### src/rtl/core/hsl2rgb_pkg.sv
package hsl2rgb_pkg;

  localparam int FRAC_BITS_DEF = 12;
  localparam int IN_W          = 13;
  localparam int CH_W          = 8;
  localparam int ERR_W         = 2;
  localparam int SECT_W        = 3;

  typedef enum logic [ERR_W-1:0] {
    ERR_NONE  = 2'd0,
    ERR_HUE   = 2'd1,
    ERR_SAT   = 2'd2,
    ERR_LIGHT = 2'd3
  } err_e;

  // hue sector, one per sixth of a turn, plus SECT_FULL for a full turn
  typedef enum logic [SECT_W-1:0] {
    SECT_RED_YEL  = 3'd0,
    SECT_YEL_GRN  = 3'd1,
    SECT_GRN_CYN  = 3'd2,
    SECT_CYN_BLU  = 3'd3,
    SECT_BLU_MAG  = 3'd4,
    SECT_MAG_RED  = 3'd5,
    SECT_FULL     = 3'd6
  } sector_e;

endpackage

### src/rtl/core/hsl2rgb_prep.sv
module hsl2rgb_prep #(
  parameter int FRAC_BITS = hsl2rgb_pkg::FRAC_BITS_DEF
) (
  input  logic                              clk_i,
  input  logic                              en_i,
  input  logic [hsl2rgb_pkg::IN_W-1:0]      hue_i,
  input  logic [hsl2rgb_pkg::IN_W-1:0]      saturation_i,
  input  logic [hsl2rgb_pkg::IN_W-1:0]      lightness_i,
  output hsl2rgb_pkg::err_e                 err_o,
  output hsl2rgb_pkg::sector_e              sector_o,
  output logic [FRAC_BITS-2:0]              t_o,
  output logic [FRAC_BITS:0]                a_o,
  output logic [FRAC_BITS:0]                s_o,
  output logic [FRAC_BITS:0]                l_o
);

  localparam int CW = ((FRAC_BITS + 3 > hsl2rgb_pkg::IN_W) ?
                       FRAC_BITS + 3 : hsl2rgb_pkg::IN_W) + 1;
  localparam int VW = FRAC_BITS + 1;
  localparam logic [CW-1:0]        HUE_MAX = CW'(6 * (1 << (FRAC_BITS - 2)));
  localparam logic [CW-1:0]        ONE_C   = CW'(1 << FRAC_BITS);
  localparam logic [VW:0]          ONE_W   = (VW + 1)'(1 << FRAC_BITS);
  localparam logic [FRAC_BITS-1:0] SEC_F   = FRAC_BITS'(1 << (FRAC_BITS - 2));
  localparam logic [FRAC_BITS-1:0] SEC2_F  = FRAC_BITS'(1 << (FRAC_BITS - 1));

  logic [CW-1:0]                   h_ext, s_ext, l_ext;
  logic [VW:0]                     twol, dev;
  logic [FRAC_BITS-1:0]            hm, t_full;
  logic [hsl2rgb_pkg::SECT_W-1:0]  sect_raw;
  hsl2rgb_pkg::err_e               err_d;
  hsl2rgb_pkg::sector_e            sector_d;
  logic [VW-1:0]                   a_d;

  always_comb begin
    h_ext = CW'(hue_i);
    s_ext = CW'(saturation_i);
    l_ext = CW'(lightness_i);

    if (h_ext > HUE_MAX) begin
      err_d = hsl2rgb_pkg::ERR_HUE;
    end else if (s_ext > ONE_C) begin
      err_d = hsl2rgb_pkg::ERR_SAT;
    end else if (l_ext > ONE_C) begin
      err_d = hsl2rgb_pkg::ERR_LIGHT;
    end else begin
      err_d = hsl2rgb_pkg::ERR_NONE;
    end

    // 1 - |2L - 1|
    twol = {l_ext[VW-1:0], 1'b0};
    dev  = (twol >= ONE_W) ? (twol - ONE_W) : (ONE_W - twol);
    a_d  = VW'(ONE_W - dev);

    // a full turn wraps to the first sector
    sect_raw = hsl2rgb_pkg::SECT_W'(h_ext >> (FRAC_BITS - 2));
    if (sect_raw == hsl2rgb_pkg::SECT_FULL) begin
      sector_d = hsl2rgb_pkg::SECT_RED_YEL;
    end else begin
      sector_d = hsl2rgb_pkg::sector_e'(sect_raw);
    end

    // distance of the hue from the nearest even sector boundary
    hm     = {1'b0, h_ext[FRAC_BITS-2:0]};
    t_full = (hm >= SEC_F) ? (SEC2_F - hm) : hm;
  end

  always_ff @(posedge clk_i) begin
    if (en_i) begin
      err_o    <= err_d;
      sector_o <= sector_d;
      t_o      <= t_full[FRAC_BITS-2:0];
      a_o      <= a_d;
      s_o      <= s_ext[VW-1:0];
      l_o      <= l_ext[VW-1:0];
    end
  end

endmodule

### src/rtl/core/hsl2rgb_chroma.sv
module hsl2rgb_chroma #(
  parameter int FRAC_BITS = hsl2rgb_pkg::FRAC_BITS_DEF
) (
  input  logic                          clk_i,
  input  logic [1:0]                    en_i,
  input  hsl2rgb_pkg::err_e             err_i,
  input  hsl2rgb_pkg::sector_e          sector_i,
  input  logic [FRAC_BITS-2:0]          t_i,
  input  logic [FRAC_BITS:0]            a_i,
  input  logic [FRAC_BITS:0]            s_i,
  input  logic [FRAC_BITS:0]            l_i,
  output hsl2rgb_pkg::err_e             err_o,
  output hsl2rgb_pkg::sector_e          sector_o,
  output logic [2*FRAC_BITS+2:0]        hi_n_o,
  output logic [2*FRAC_BITS+1:0]        lo_n_o,
  output logic [3*FRAC_BITS-1:0]        xp_o
);

  localparam int VW  = FRAC_BITS + 1;
  localparam int AW  = 2 * FRAC_BITS + 1;
  localparam int TW  = FRAC_BITS - 1;
  localparam int LOW = 2 * FRAC_BITS + 2;
  localparam int HW  = 2 * FRAC_BITS + 3;

  // stage 2: chroma = a * s, scale ONE^2
  logic [2*VW-1:0]        as_full;
  logic [AW-1:0]          as_q;
  hsl2rgb_pkg::err_e      err2_q;
  hsl2rgb_pkg::sector_e   sector2_q;
  logic [TW-1:0]          t2_q;
  logic [VW-1:0]          l2_q;

  assign as_full = a_i * s_i;

  always_ff @(posedge clk_i) begin
    if (en_i[0]) begin
      as_q      <= as_full[AW-1:0];
      err2_q    <= err_i;
      sector2_q <= sector_i;
      t2_q      <= t_i;
      l2_q      <= l_i;
    end
  end

  // stage 3: 2L*ONE +/- chroma, and chroma * t for the middle channel
  logic [LOW-1:0]         p2l;
  logic [HW-1:0]          hi_n_d;
  logic [LOW-1:0]         lo_n_d;
  logic [AW+TW-1:0]       xp_d;

  always_comb begin
    p2l    = {l2_q, {VW{1'b0}}};
    hi_n_d = HW'(p2l) + HW'(as_q);
    lo_n_d = p2l - LOW'(as_q);
    xp_d   = as_q * t2_q;
  end

  always_ff @(posedge clk_i) begin
    if (en_i[1]) begin
      err_o    <= err2_q;
      sector_o <= sector2_q;
      hi_n_o   <= hi_n_d;
      lo_n_o   <= lo_n_d;
      xp_o     <= xp_d;
    end
  end

endmodule

### src/rtl/core/hsl2rgb_scale.sv
module hsl2rgb_scale #(
  parameter int FRAC_BITS = hsl2rgb_pkg::FRAC_BITS_DEF
) (
  input  logic                              clk_i,
  input  logic [1:0]                        en_i,
  input  hsl2rgb_pkg::err_e                 err_i,
  input  hsl2rgb_pkg::sector_e              sector_i,
  input  logic [2*FRAC_BITS+2:0]            hi_n_i,
  input  logic [2*FRAC_BITS+1:0]            lo_n_i,
  input  logic [3*FRAC_BITS-1:0]            xp_i,
  output logic [hsl2rgb_pkg::CH_W-1:0]      red_o,
  output logic [hsl2rgb_pkg::CH_W-1:0]      green_o,
  output logic [hsl2rgb_pkg::CH_W-1:0]      blue_o,
  output logic [hsl2rgb_pkg::ERR_W-1:0]     error_code_o
);

  localparam int CW  = hsl2rgb_pkg::CH_W;
  localparam int LOW = 2 * FRAC_BITS + 2;
  localparam int HW  = 2 * FRAC_BITS + 3;
  localparam int PW  = 3 * FRAC_BITS;
  localparam int MW  = 3 * FRAC_BITS + 2;

  // stage 4: scale outer channels by 255, build middle numerator
  logic [HW+CW-1:0]       hi_x;
  logic [LOW+CW-1:0]      lo_x;
  logic [MW-1:0]          mid_n_d;
  logic [CW-1:0]          hi_b_q, lo_b_q;
  logic [MW-1:0]          mid_n_q;
  hsl2rgb_pkg::err_e      err4_q;
  hsl2rgb_pkg::sector_e   sector4_q;

  always_comb begin
    hi_x    = {hi_n_i, {CW{1'b0}}} - (HW + CW)'(hi_n_i);
    lo_x    = {lo_n_i, {CW{1'b0}}} - (LOW + CW)'(lo_n_i);
    mid_n_d = MW'({xp_i, 1'b0}) + MW'({lo_n_i, {(FRAC_BITS - 2){1'b0}}});
  end

  always_ff @(posedge clk_i) begin
    if (en_i[0]) begin
      hi_b_q    <= hi_x[2*FRAC_BITS+1 +: CW];
      lo_b_q    <= lo_x[2*FRAC_BITS+1 +: CW];
      mid_n_q   <= mid_n_d;
      err4_q    <= err_i;
      sector4_q <= sector_i;
    end
  end

  // stage 5: middle channel, sector permutation, error blanking
  logic [MW+CW-1:0]       mid_x;
  logic [CW-1:0]          mid_b;
  logic [CW-1:0]          r_d, g_d, b_d;

  always_comb begin
    mid_x = {mid_n_q, {CW{1'b0}}} - (MW + CW)'(mid_n_q);
    mid_b = mid_x[PW-1 +: CW];
    case (sector4_q)
      hsl2rgb_pkg::SECT_RED_YEL: begin
        r_d = hi_b_q;  g_d = mid_b;  b_d = lo_b_q;
      end
      hsl2rgb_pkg::SECT_YEL_GRN: begin
        r_d = mid_b;   g_d = hi_b_q; b_d = lo_b_q;
      end
      hsl2rgb_pkg::SECT_GRN_CYN: begin
        r_d = lo_b_q;  g_d = hi_b_q; b_d = mid_b;
      end
      hsl2rgb_pkg::SECT_CYN_BLU: begin
        r_d = lo_b_q;  g_d = mid_b;  b_d = hi_b_q;
      end
      hsl2rgb_pkg::SECT_BLU_MAG: begin
        r_d = mid_b;   g_d = lo_b_q; b_d = hi_b_q;
      end
      default: begin
        r_d = hi_b_q;  g_d = lo_b_q; b_d = mid_b;
      end
    endcase
    if (err4_q != hsl2rgb_pkg::ERR_NONE) begin
      r_d = '0;
      g_d = '0;
      b_d = '0;
    end
  end

  always_ff @(posedge clk_i) begin
    if (en_i[1]) begin
      red_o        <= r_d;
      green_o      <= g_d;
      blue_o       <= b_d;
      error_code_o <= err4_q;
    end
  end

endmodule

### src/rtl/core/hsl_to_rgb_converter.sv
// channel   direction  handshake                     payload
// input     in         in_valid_i / in_ready_o       hue_i, saturation_i, lightness_i
// output    out        out_valid_o / out_ready_i     red_o, green_o, blue_o, error_code_o
//
// five register stages: decode, chroma multiply, hue multiply, scale, permute
// one pixel per cycle sustained while the output is ready
// reset clears only the stage valid bits; the data registers are not reset
// each stage loads when it is empty or the stage after it moves, so bubbles
// collapse and a stalled output holds everything behind it with nothing lost
module hsl_to_rgb_converter #(
  parameter int FRAC_BITS = hsl2rgb_pkg::FRAC_BITS_DEF
) (
  input  logic                              clk_i,
  input  logic                              rst_ni,
  input  logic                              in_valid_i,
  output logic                              in_ready_o,
  input  logic [hsl2rgb_pkg::IN_W-1:0]      hue_i,
  input  logic [hsl2rgb_pkg::IN_W-1:0]      saturation_i,
  input  logic [hsl2rgb_pkg::IN_W-1:0]      lightness_i,
  output logic                              out_valid_o,
  input  logic                              out_ready_i,
  output logic [hsl2rgb_pkg::CH_W-1:0]      red_o,
  output logic [hsl2rgb_pkg::CH_W-1:0]      green_o,
  output logic [hsl2rgb_pkg::CH_W-1:0]      blue_o,
  output logic [hsl2rgb_pkg::ERR_W-1:0]     error_code_o
);

  localparam int NSTG = 5;

  logic [NSTG-1:0]  valid_q, valid_d;
  logic [NSTG-1:0]  en;

  always_comb begin
    en[NSTG-1] = ~valid_q[NSTG-1] | out_ready_i;
    for (int k = NSTG - 2; k >= 0; k--) begin
      en[k] = ~valid_q[k] | en[k+1];
    end
    valid_d = valid_q;
    if (en[0]) begin
      valid_d[0] = in_valid_i;
    end
    for (int k = 1; k < NSTG; k++) begin
      if (en[k]) begin
        valid_d[k] = valid_q[k-1];
      end
    end
  end

  always_ff @(posedge clk_i or negedge rst_ni) begin
    if (!rst_ni) begin
      valid_q <= '0;
    end else begin
      valid_q <= valid_d;
    end
  end

  assign in_ready_o  = en[0];
  assign out_valid_o = valid_q[NSTG-1];

  hsl2rgb_pkg::err_e      err1, err3;
  hsl2rgb_pkg::sector_e   sector1, sector3;
  logic [FRAC_BITS-2:0]   t1;
  logic [FRAC_BITS:0]     a1, s1, l1;
  logic [2*FRAC_BITS+2:0] hi_n3;
  logic [2*FRAC_BITS+1:0] lo_n3;
  logic [3*FRAC_BITS-1:0] xp3;

  hsl2rgb_prep #(
    .FRAC_BITS(FRAC_BITS)
  ) u_prep (
    .clk_i       (clk_i),
    .en_i        (en[0]),
    .hue_i       (hue_i),
    .saturation_i(saturation_i),
    .lightness_i (lightness_i),
    .err_o       (err1),
    .sector_o    (sector1),
    .t_o         (t1),
    .a_o         (a1),
    .s_o         (s1),
    .l_o         (l1)
  );

  hsl2rgb_chroma #(
    .FRAC_BITS(FRAC_BITS)
  ) u_chroma (
    .clk_i   (clk_i),
    .en_i    (en[2:1]),
    .err_i   (err1),
    .sector_i(sector1),
    .t_i     (t1),
    .a_i     (a1),
    .s_i     (s1),
    .l_i     (l1),
    .err_o   (err3),
    .sector_o(sector3),
    .hi_n_o  (hi_n3),
    .lo_n_o  (lo_n3),
    .xp_o    (xp3)
  );

  hsl2rgb_scale #(
    .FRAC_BITS(FRAC_BITS)
  ) u_scale (
    .clk_i       (clk_i),
    .en_i        (en[4:3]),
    .err_i       (err3),
    .sector_i    (sector3),
    .hi_n_i      (hi_n3),
    .lo_n_i      (lo_n3),
    .xp_i        (xp3),
    .red_o       (red_o),
    .green_o     (green_o),
    .blue_o      (blue_o),
    .error_code_o(error_code_o)
  );

`ifndef SYNTHESIS
  // a rejected pixel always leaves as black
  assert property (@(posedge clk_i) disable iff (!rst_ni)
    out_valid_o && (error_code_o != hsl2rgb_pkg::ERR_NONE) |->
      (red_o == '0) && (green_o == '0) && (blue_o == '0))
    else $error("error transaction carries nonzero colour");

  // input backpressure only when the whole pipe is full and the output stalls
  assert property (@(posedge clk_i) disable iff (!rst_ni)
    !in_ready_o |-> (valid_q == {NSTG{1'b1}}) && !out_ready_i)
    else $error("input stalled while pipeline has room");

  // a held stage keeps its transaction
  assert property (@(posedge clk_i) disable iff (!rst_ni)
    valid_q[3] && !en[3] |=> valid_q[3])
    else $error("held transaction dropped in scale stage");
`endif

endmodule
### config.mk
export PLATFORM = sky130hd
export DESIGN_NAME = hsl_to_rgb_converter
export DESIGN_NICKNAME = d
export VERILOG_FILES = /design/src/rtl/core/hsl2rgb_pkg.sv /design/src/rtl/core/hsl2rgb_prep.sv /design/src/rtl/core/hsl2rgb_chroma.sv /design/src/rtl/core/hsl2rgb_scale.sv /design/src/rtl/core/hsl_to_rgb_converter.sv
export SDC_FILE = /design/constraint.sdc
export NUM_CORES = 1
export LEC_CHECK = 0
export BUFFER_PORTS_ARGS = -buffer_cell sky130_fd_sc_hd__buf_2
export CAP_MARGIN = 20
export CORE_MARGIN = 10
export CORE_UTILIZATION = 56
export CTS_BUF_LIST = sky130_fd_sc_hd__clkbuf_4 sky130_fd_sc_hd__clkbuf_8 sky130_fd_sc_hd__clkbuf_16
export DETAILED_ROUTE_END_ITERATION = 7
export GPL_TIMING_DRIVEN = 0
export PLACE_DENSITY = 0.7
export SLEW_MARGIN = 20
export SYNTH_ARGS = -nofsm -noshare
export SYNTH_HDL_FRONTEND = slang
export SYNTH_SLANG_ARGS = --single-unit
### constraint.sdc
create_clock -name clk_i -period 11.6 [get_ports clk_i]
set_input_delay 0.58 -clock clk_i [delete_from_list [all_inputs] [get_ports clk_i]]
set_output_delay 0.58 -clock clk_i [all_outputs]
set_load 0.02 [all_outputs]
==> results.md <==
- FF-to-FF path depth: 20
- Crit. Startpoint: u_chroma.t2_q[7]$_DFFE_PP_
- Number of DRC violations after detailed-routing iteration 0: approximately 1,200
- Clock tree from TritonCTS: yes
- Die span in x: 242 um
- Clock Root Buffer: clkbuf_16
- Worst clock skew on the final layout: roughly 0.029 ns
- Startpoint of the worst-slack reg-to-reg timing path: u_chroma.t2_q[7]$_DFFE_PP_
- Number of max-slew violations in the final report: 0
- DRC: 0
- Portion of the clock cycle consumed by the worst path in the final layout: between 60% and 70%
- Skew-Pair Late Insertion Delay: about 0.56 ns
- Reg2reg end: u_chroma.xp_o[33]$_DFFE_PP_
- Number of search-and-repair iterations in the first detailed-routing pass: 5
- Worst-Margin Slew: approximately 0.9 ns
- Drt wl/cell: 19.2 um
- Layout cell share with drive strength beyond 1: under 10%
- Data arrival time of the critical path: around 7.5 ns
- FFs w/ async S/R, synth: under 10%
- Net count after synthesis: about 3,300
- Standard cell core area: 49,000 um2
- Site row count: 81
- GRT Overall Usage: 23.3%
- Capturing element type of the critical path: flop
- Worst-path fanout max: 10
- Share of synthesized area occupied by flip-flops and latches: 30.7%
- Placer congestion estimate: between 0.9 and 1
- Area fraction of the dominant cell type after synthesis: 30.3%
- Relative slew slack: 39.4%
- Wire length after detailed routing: about 68 mm
- Largest buffer count on any clock path: 3
- Inserted Clock Buffers: 34
- Setup crit start kind: flop
- H-tree levels: 2
- Total number of nets in the final design: ~3,400
- Total of warnings raised by yosys: 0
- Number of port buffers: 70
- Avg Vias per Cell: 5.54
- Top post-synthesis cells by area: edfxtp_1, fa_1, ha_1
- Fmax achieved: ~0.14 GHz
- Maximum number of pins on one net before global-route repair: slightly below 60
- Required time of the critical path: approximately 12 ns
- Vias in the first global route: 20,427
- Hold path start: saturation_i[12]
- TritonCTS Sinks: 284
- Worst hold path stage count: 1
- Status: completed
- Number of ports placed on the die boundary: slightly above 70
- Count leader, synth: inv_1
- Total half-perimeter wirelength after legalization and detailed placement: approximately 56 mm
- Aggregate negative setup slack: 0 ns
- Commonest cells post-synth: inv_1, nand2_1, fa_1
- Final Hold Vio Count: 0
- Overall die area: roughly 59,000 um2
- Wire length of the first global-routing pass: between 100 and 150 mm
- Synthesized area per cell: 10.2 um2
- Gate Count Post-Synth: ~2,700
- Filler instances: 4,119
- Antenna-violating nets left: 0
- Total congestion overflow: 0
- Number of unique standard cell types used by synthesis: 75
- Height of the die: approximately 240 um
- Post-Synthesis Cell Area: between 20,000 and 30,000 um2
- Flip-flop cell with the highest count after synthesis: edfxtp_1
- Tmin final: slightly above 7 ns
- Post-CTS clock slew at the launch and capture registers of the worst setup and hold paths: 0.06 ns
- Unrepaired setup endpoints after global routing: false
- Worst Hold Path EP: u_prep.s_o[12]$_DFFE_PP_
- Crit Path Category: reg2reg
- Max-capacitance violation count: 0
- Area delta synth->final: 8.79%
- Number of synthesized register bits: 284
- Starting density of the core: between 50% and 60%
- Largest area contributor in the synthesized netlist: edfxtp_1
- Antenna violations before repair: 0
- Register-to-Register Setup Slack: between 4 and 5 ns
- Via total after detailed routing: a little under 20,000
- Final setup violating endpoints: 0
- Count of flip-flops with a built-in enable after synthesis: 279
- Worst min-delay path class: in2reg
[registers in the layout (all words and copies together) (netlist names), 11 cells and up]
signal and cells:
u_chroma.as_q 24, u_chroma.hi_n_o 25, u_chroma.l2_q 13, u_chroma.lo_n_o 25
u_chroma.t2_q 11, u_chroma.xp_o 35, u_prep.a_o 11, u_prep.l_o 13
u_prep.s_o 13, u_prep.t_o 11, u_scale.mid_n_q 36
[layer usage]
metal / wire length, um / share of wire [%] / track usage [%]
met1: 27600 / 41 / 27.6
met2: 34400 / 51 / 41.8
met3: 2830 / 4.2 / 3.17
met4: 2740 / 4.1 / 9.38
met5: 0 / 0 / 0
[through the flow]
stage / hold WS, ns / utilization [%] / cell area [um2] / std cells / setup WS [ns]
floorplan: 0.284 / - / 27700 / 2723 / 5.95
global placement: 0.395 / 59.0 / 28900 / 3457 / 4.44
detailed placement: 0.401 / 59.3 / 29000 / 3463 / 4.33
CTS: 0.187 / 61.5 / 30100 / 3525 / 4.34
global route: 0.197 / 61.5 / 30100 / 3525 / 4.01
finish: 0.216 / 61.5 / 30100 / 3526 / 4.39
[critical path, stage by stage (launching register included)]
cell and delay (ns):
edfxtp_1 0.59, clkbuf_1 0.64, nand2_1 0.18, fa_1 0.57, inv_1 0.05, fa_1 0.48, fa_1 0.55, fa_1 0.56
inv_1 0.06, fa_1 0.52, inv_1 0.04, ha_1 0.37, nand4_1 0.16, nor4_1 0.30, nor2_1 0.15, a211oi_1 0.50
o221ai_1 0.30, a21oi_1 0.30, a21o_1 0.22, a31oi_1 0.10, o21ai_0 0.34
[worst max path at each step]
stage,slack (ns),to,depth (start not counted)
CTS,4.34,u_chroma.xp_o[33]$_DFFE_PP_,20
detailed placement,4.33,u_chroma.xp_o[33]$_DFFE_PP_,20
global placement,4.44,u_chroma.xp_o[33]$_DFFE_PP_,20
floorplan,5.95,u_chroma.xp_o[33]$_DFFE_PP_,18
global route,4.01,u_chroma.xp_o[33]$_DFFE_PP_,20
finish,4.39,u_chroma.xp_o[33]$_DFFE_PP_,20
[layout by cell type (no fill, tap or decap), drive strengths merged, types with 13 or more instances in the layout]
| cell type | instances |
|---|---|
| xor2 | 42 |
| clkbuf | 131 |
| a21oi | 113 |
| a211oi | 20 |
| nor2 | 83 |
| o21bai | 15 |
| inv | 481 |
| nand4 | 23 |
| edfxtp | 279 |
| o21ai | 79 |
| or3 | 16 |
| nand2 | 318 |
| buf | 77 |
| nand2b | 22 |
| and3 | 13 |
| ha | 255 |
| a21o | 48 |
| nand3 | 22 |
| xnor2 | 106 |
| fa | 308 |
| and2 | 186 |
| clkinv | 15 |
| nor3 | 30 |
[kinds of logic (layout without fill, tap and decap cells)]
| family | count (synthesis) | after routing | share of synthesized area [%] |
|---|---|---|---|
| simple gates | 762 | 762 | 13.6 |
| mux | 4 | 4 | 0.154 |
| flops | 284 | 284 | 30.7 |
| fa+ha+maj | 563 | 563 | 33.8 |
| other cells | 0 | 1 | 0 |
| compound gates | 392 | 392 | 9.40 |
| xor+xnor | 148 | 148 | 4.68 |
| buf+inv | 570 | 708 | 7.73 |
[cell type report]
type / instances / area (um2) / area share (%)
Multi-Input combinational cell: 1869 / 17100 / 56.7
Sequential cell: 284 / 8500 / 28.2
Inverter: 479 / 1800 / 5.97
Clock buffer: 41 / 916 / 3.04
Tap cell: 664 / 831 / 2.76
Timing Repair Buffer: 77 / 460 / 1.53
Buffer: 91 / 342 / 1.13
Clock inverter: 20 / 196 / 0.652
Antenna cell: 1 / 2.50 / 0.00831
[timing repair]
item                      in CTS  in global routing
resized for setup              0                  0
hold endpoints to repair       5                  0
setup buffers                  0                  0
hold buffers                   1                  0
Power is not shown: default switching activity piles up to over one toggle a cycle in this logic, so the estimate is an artifact.
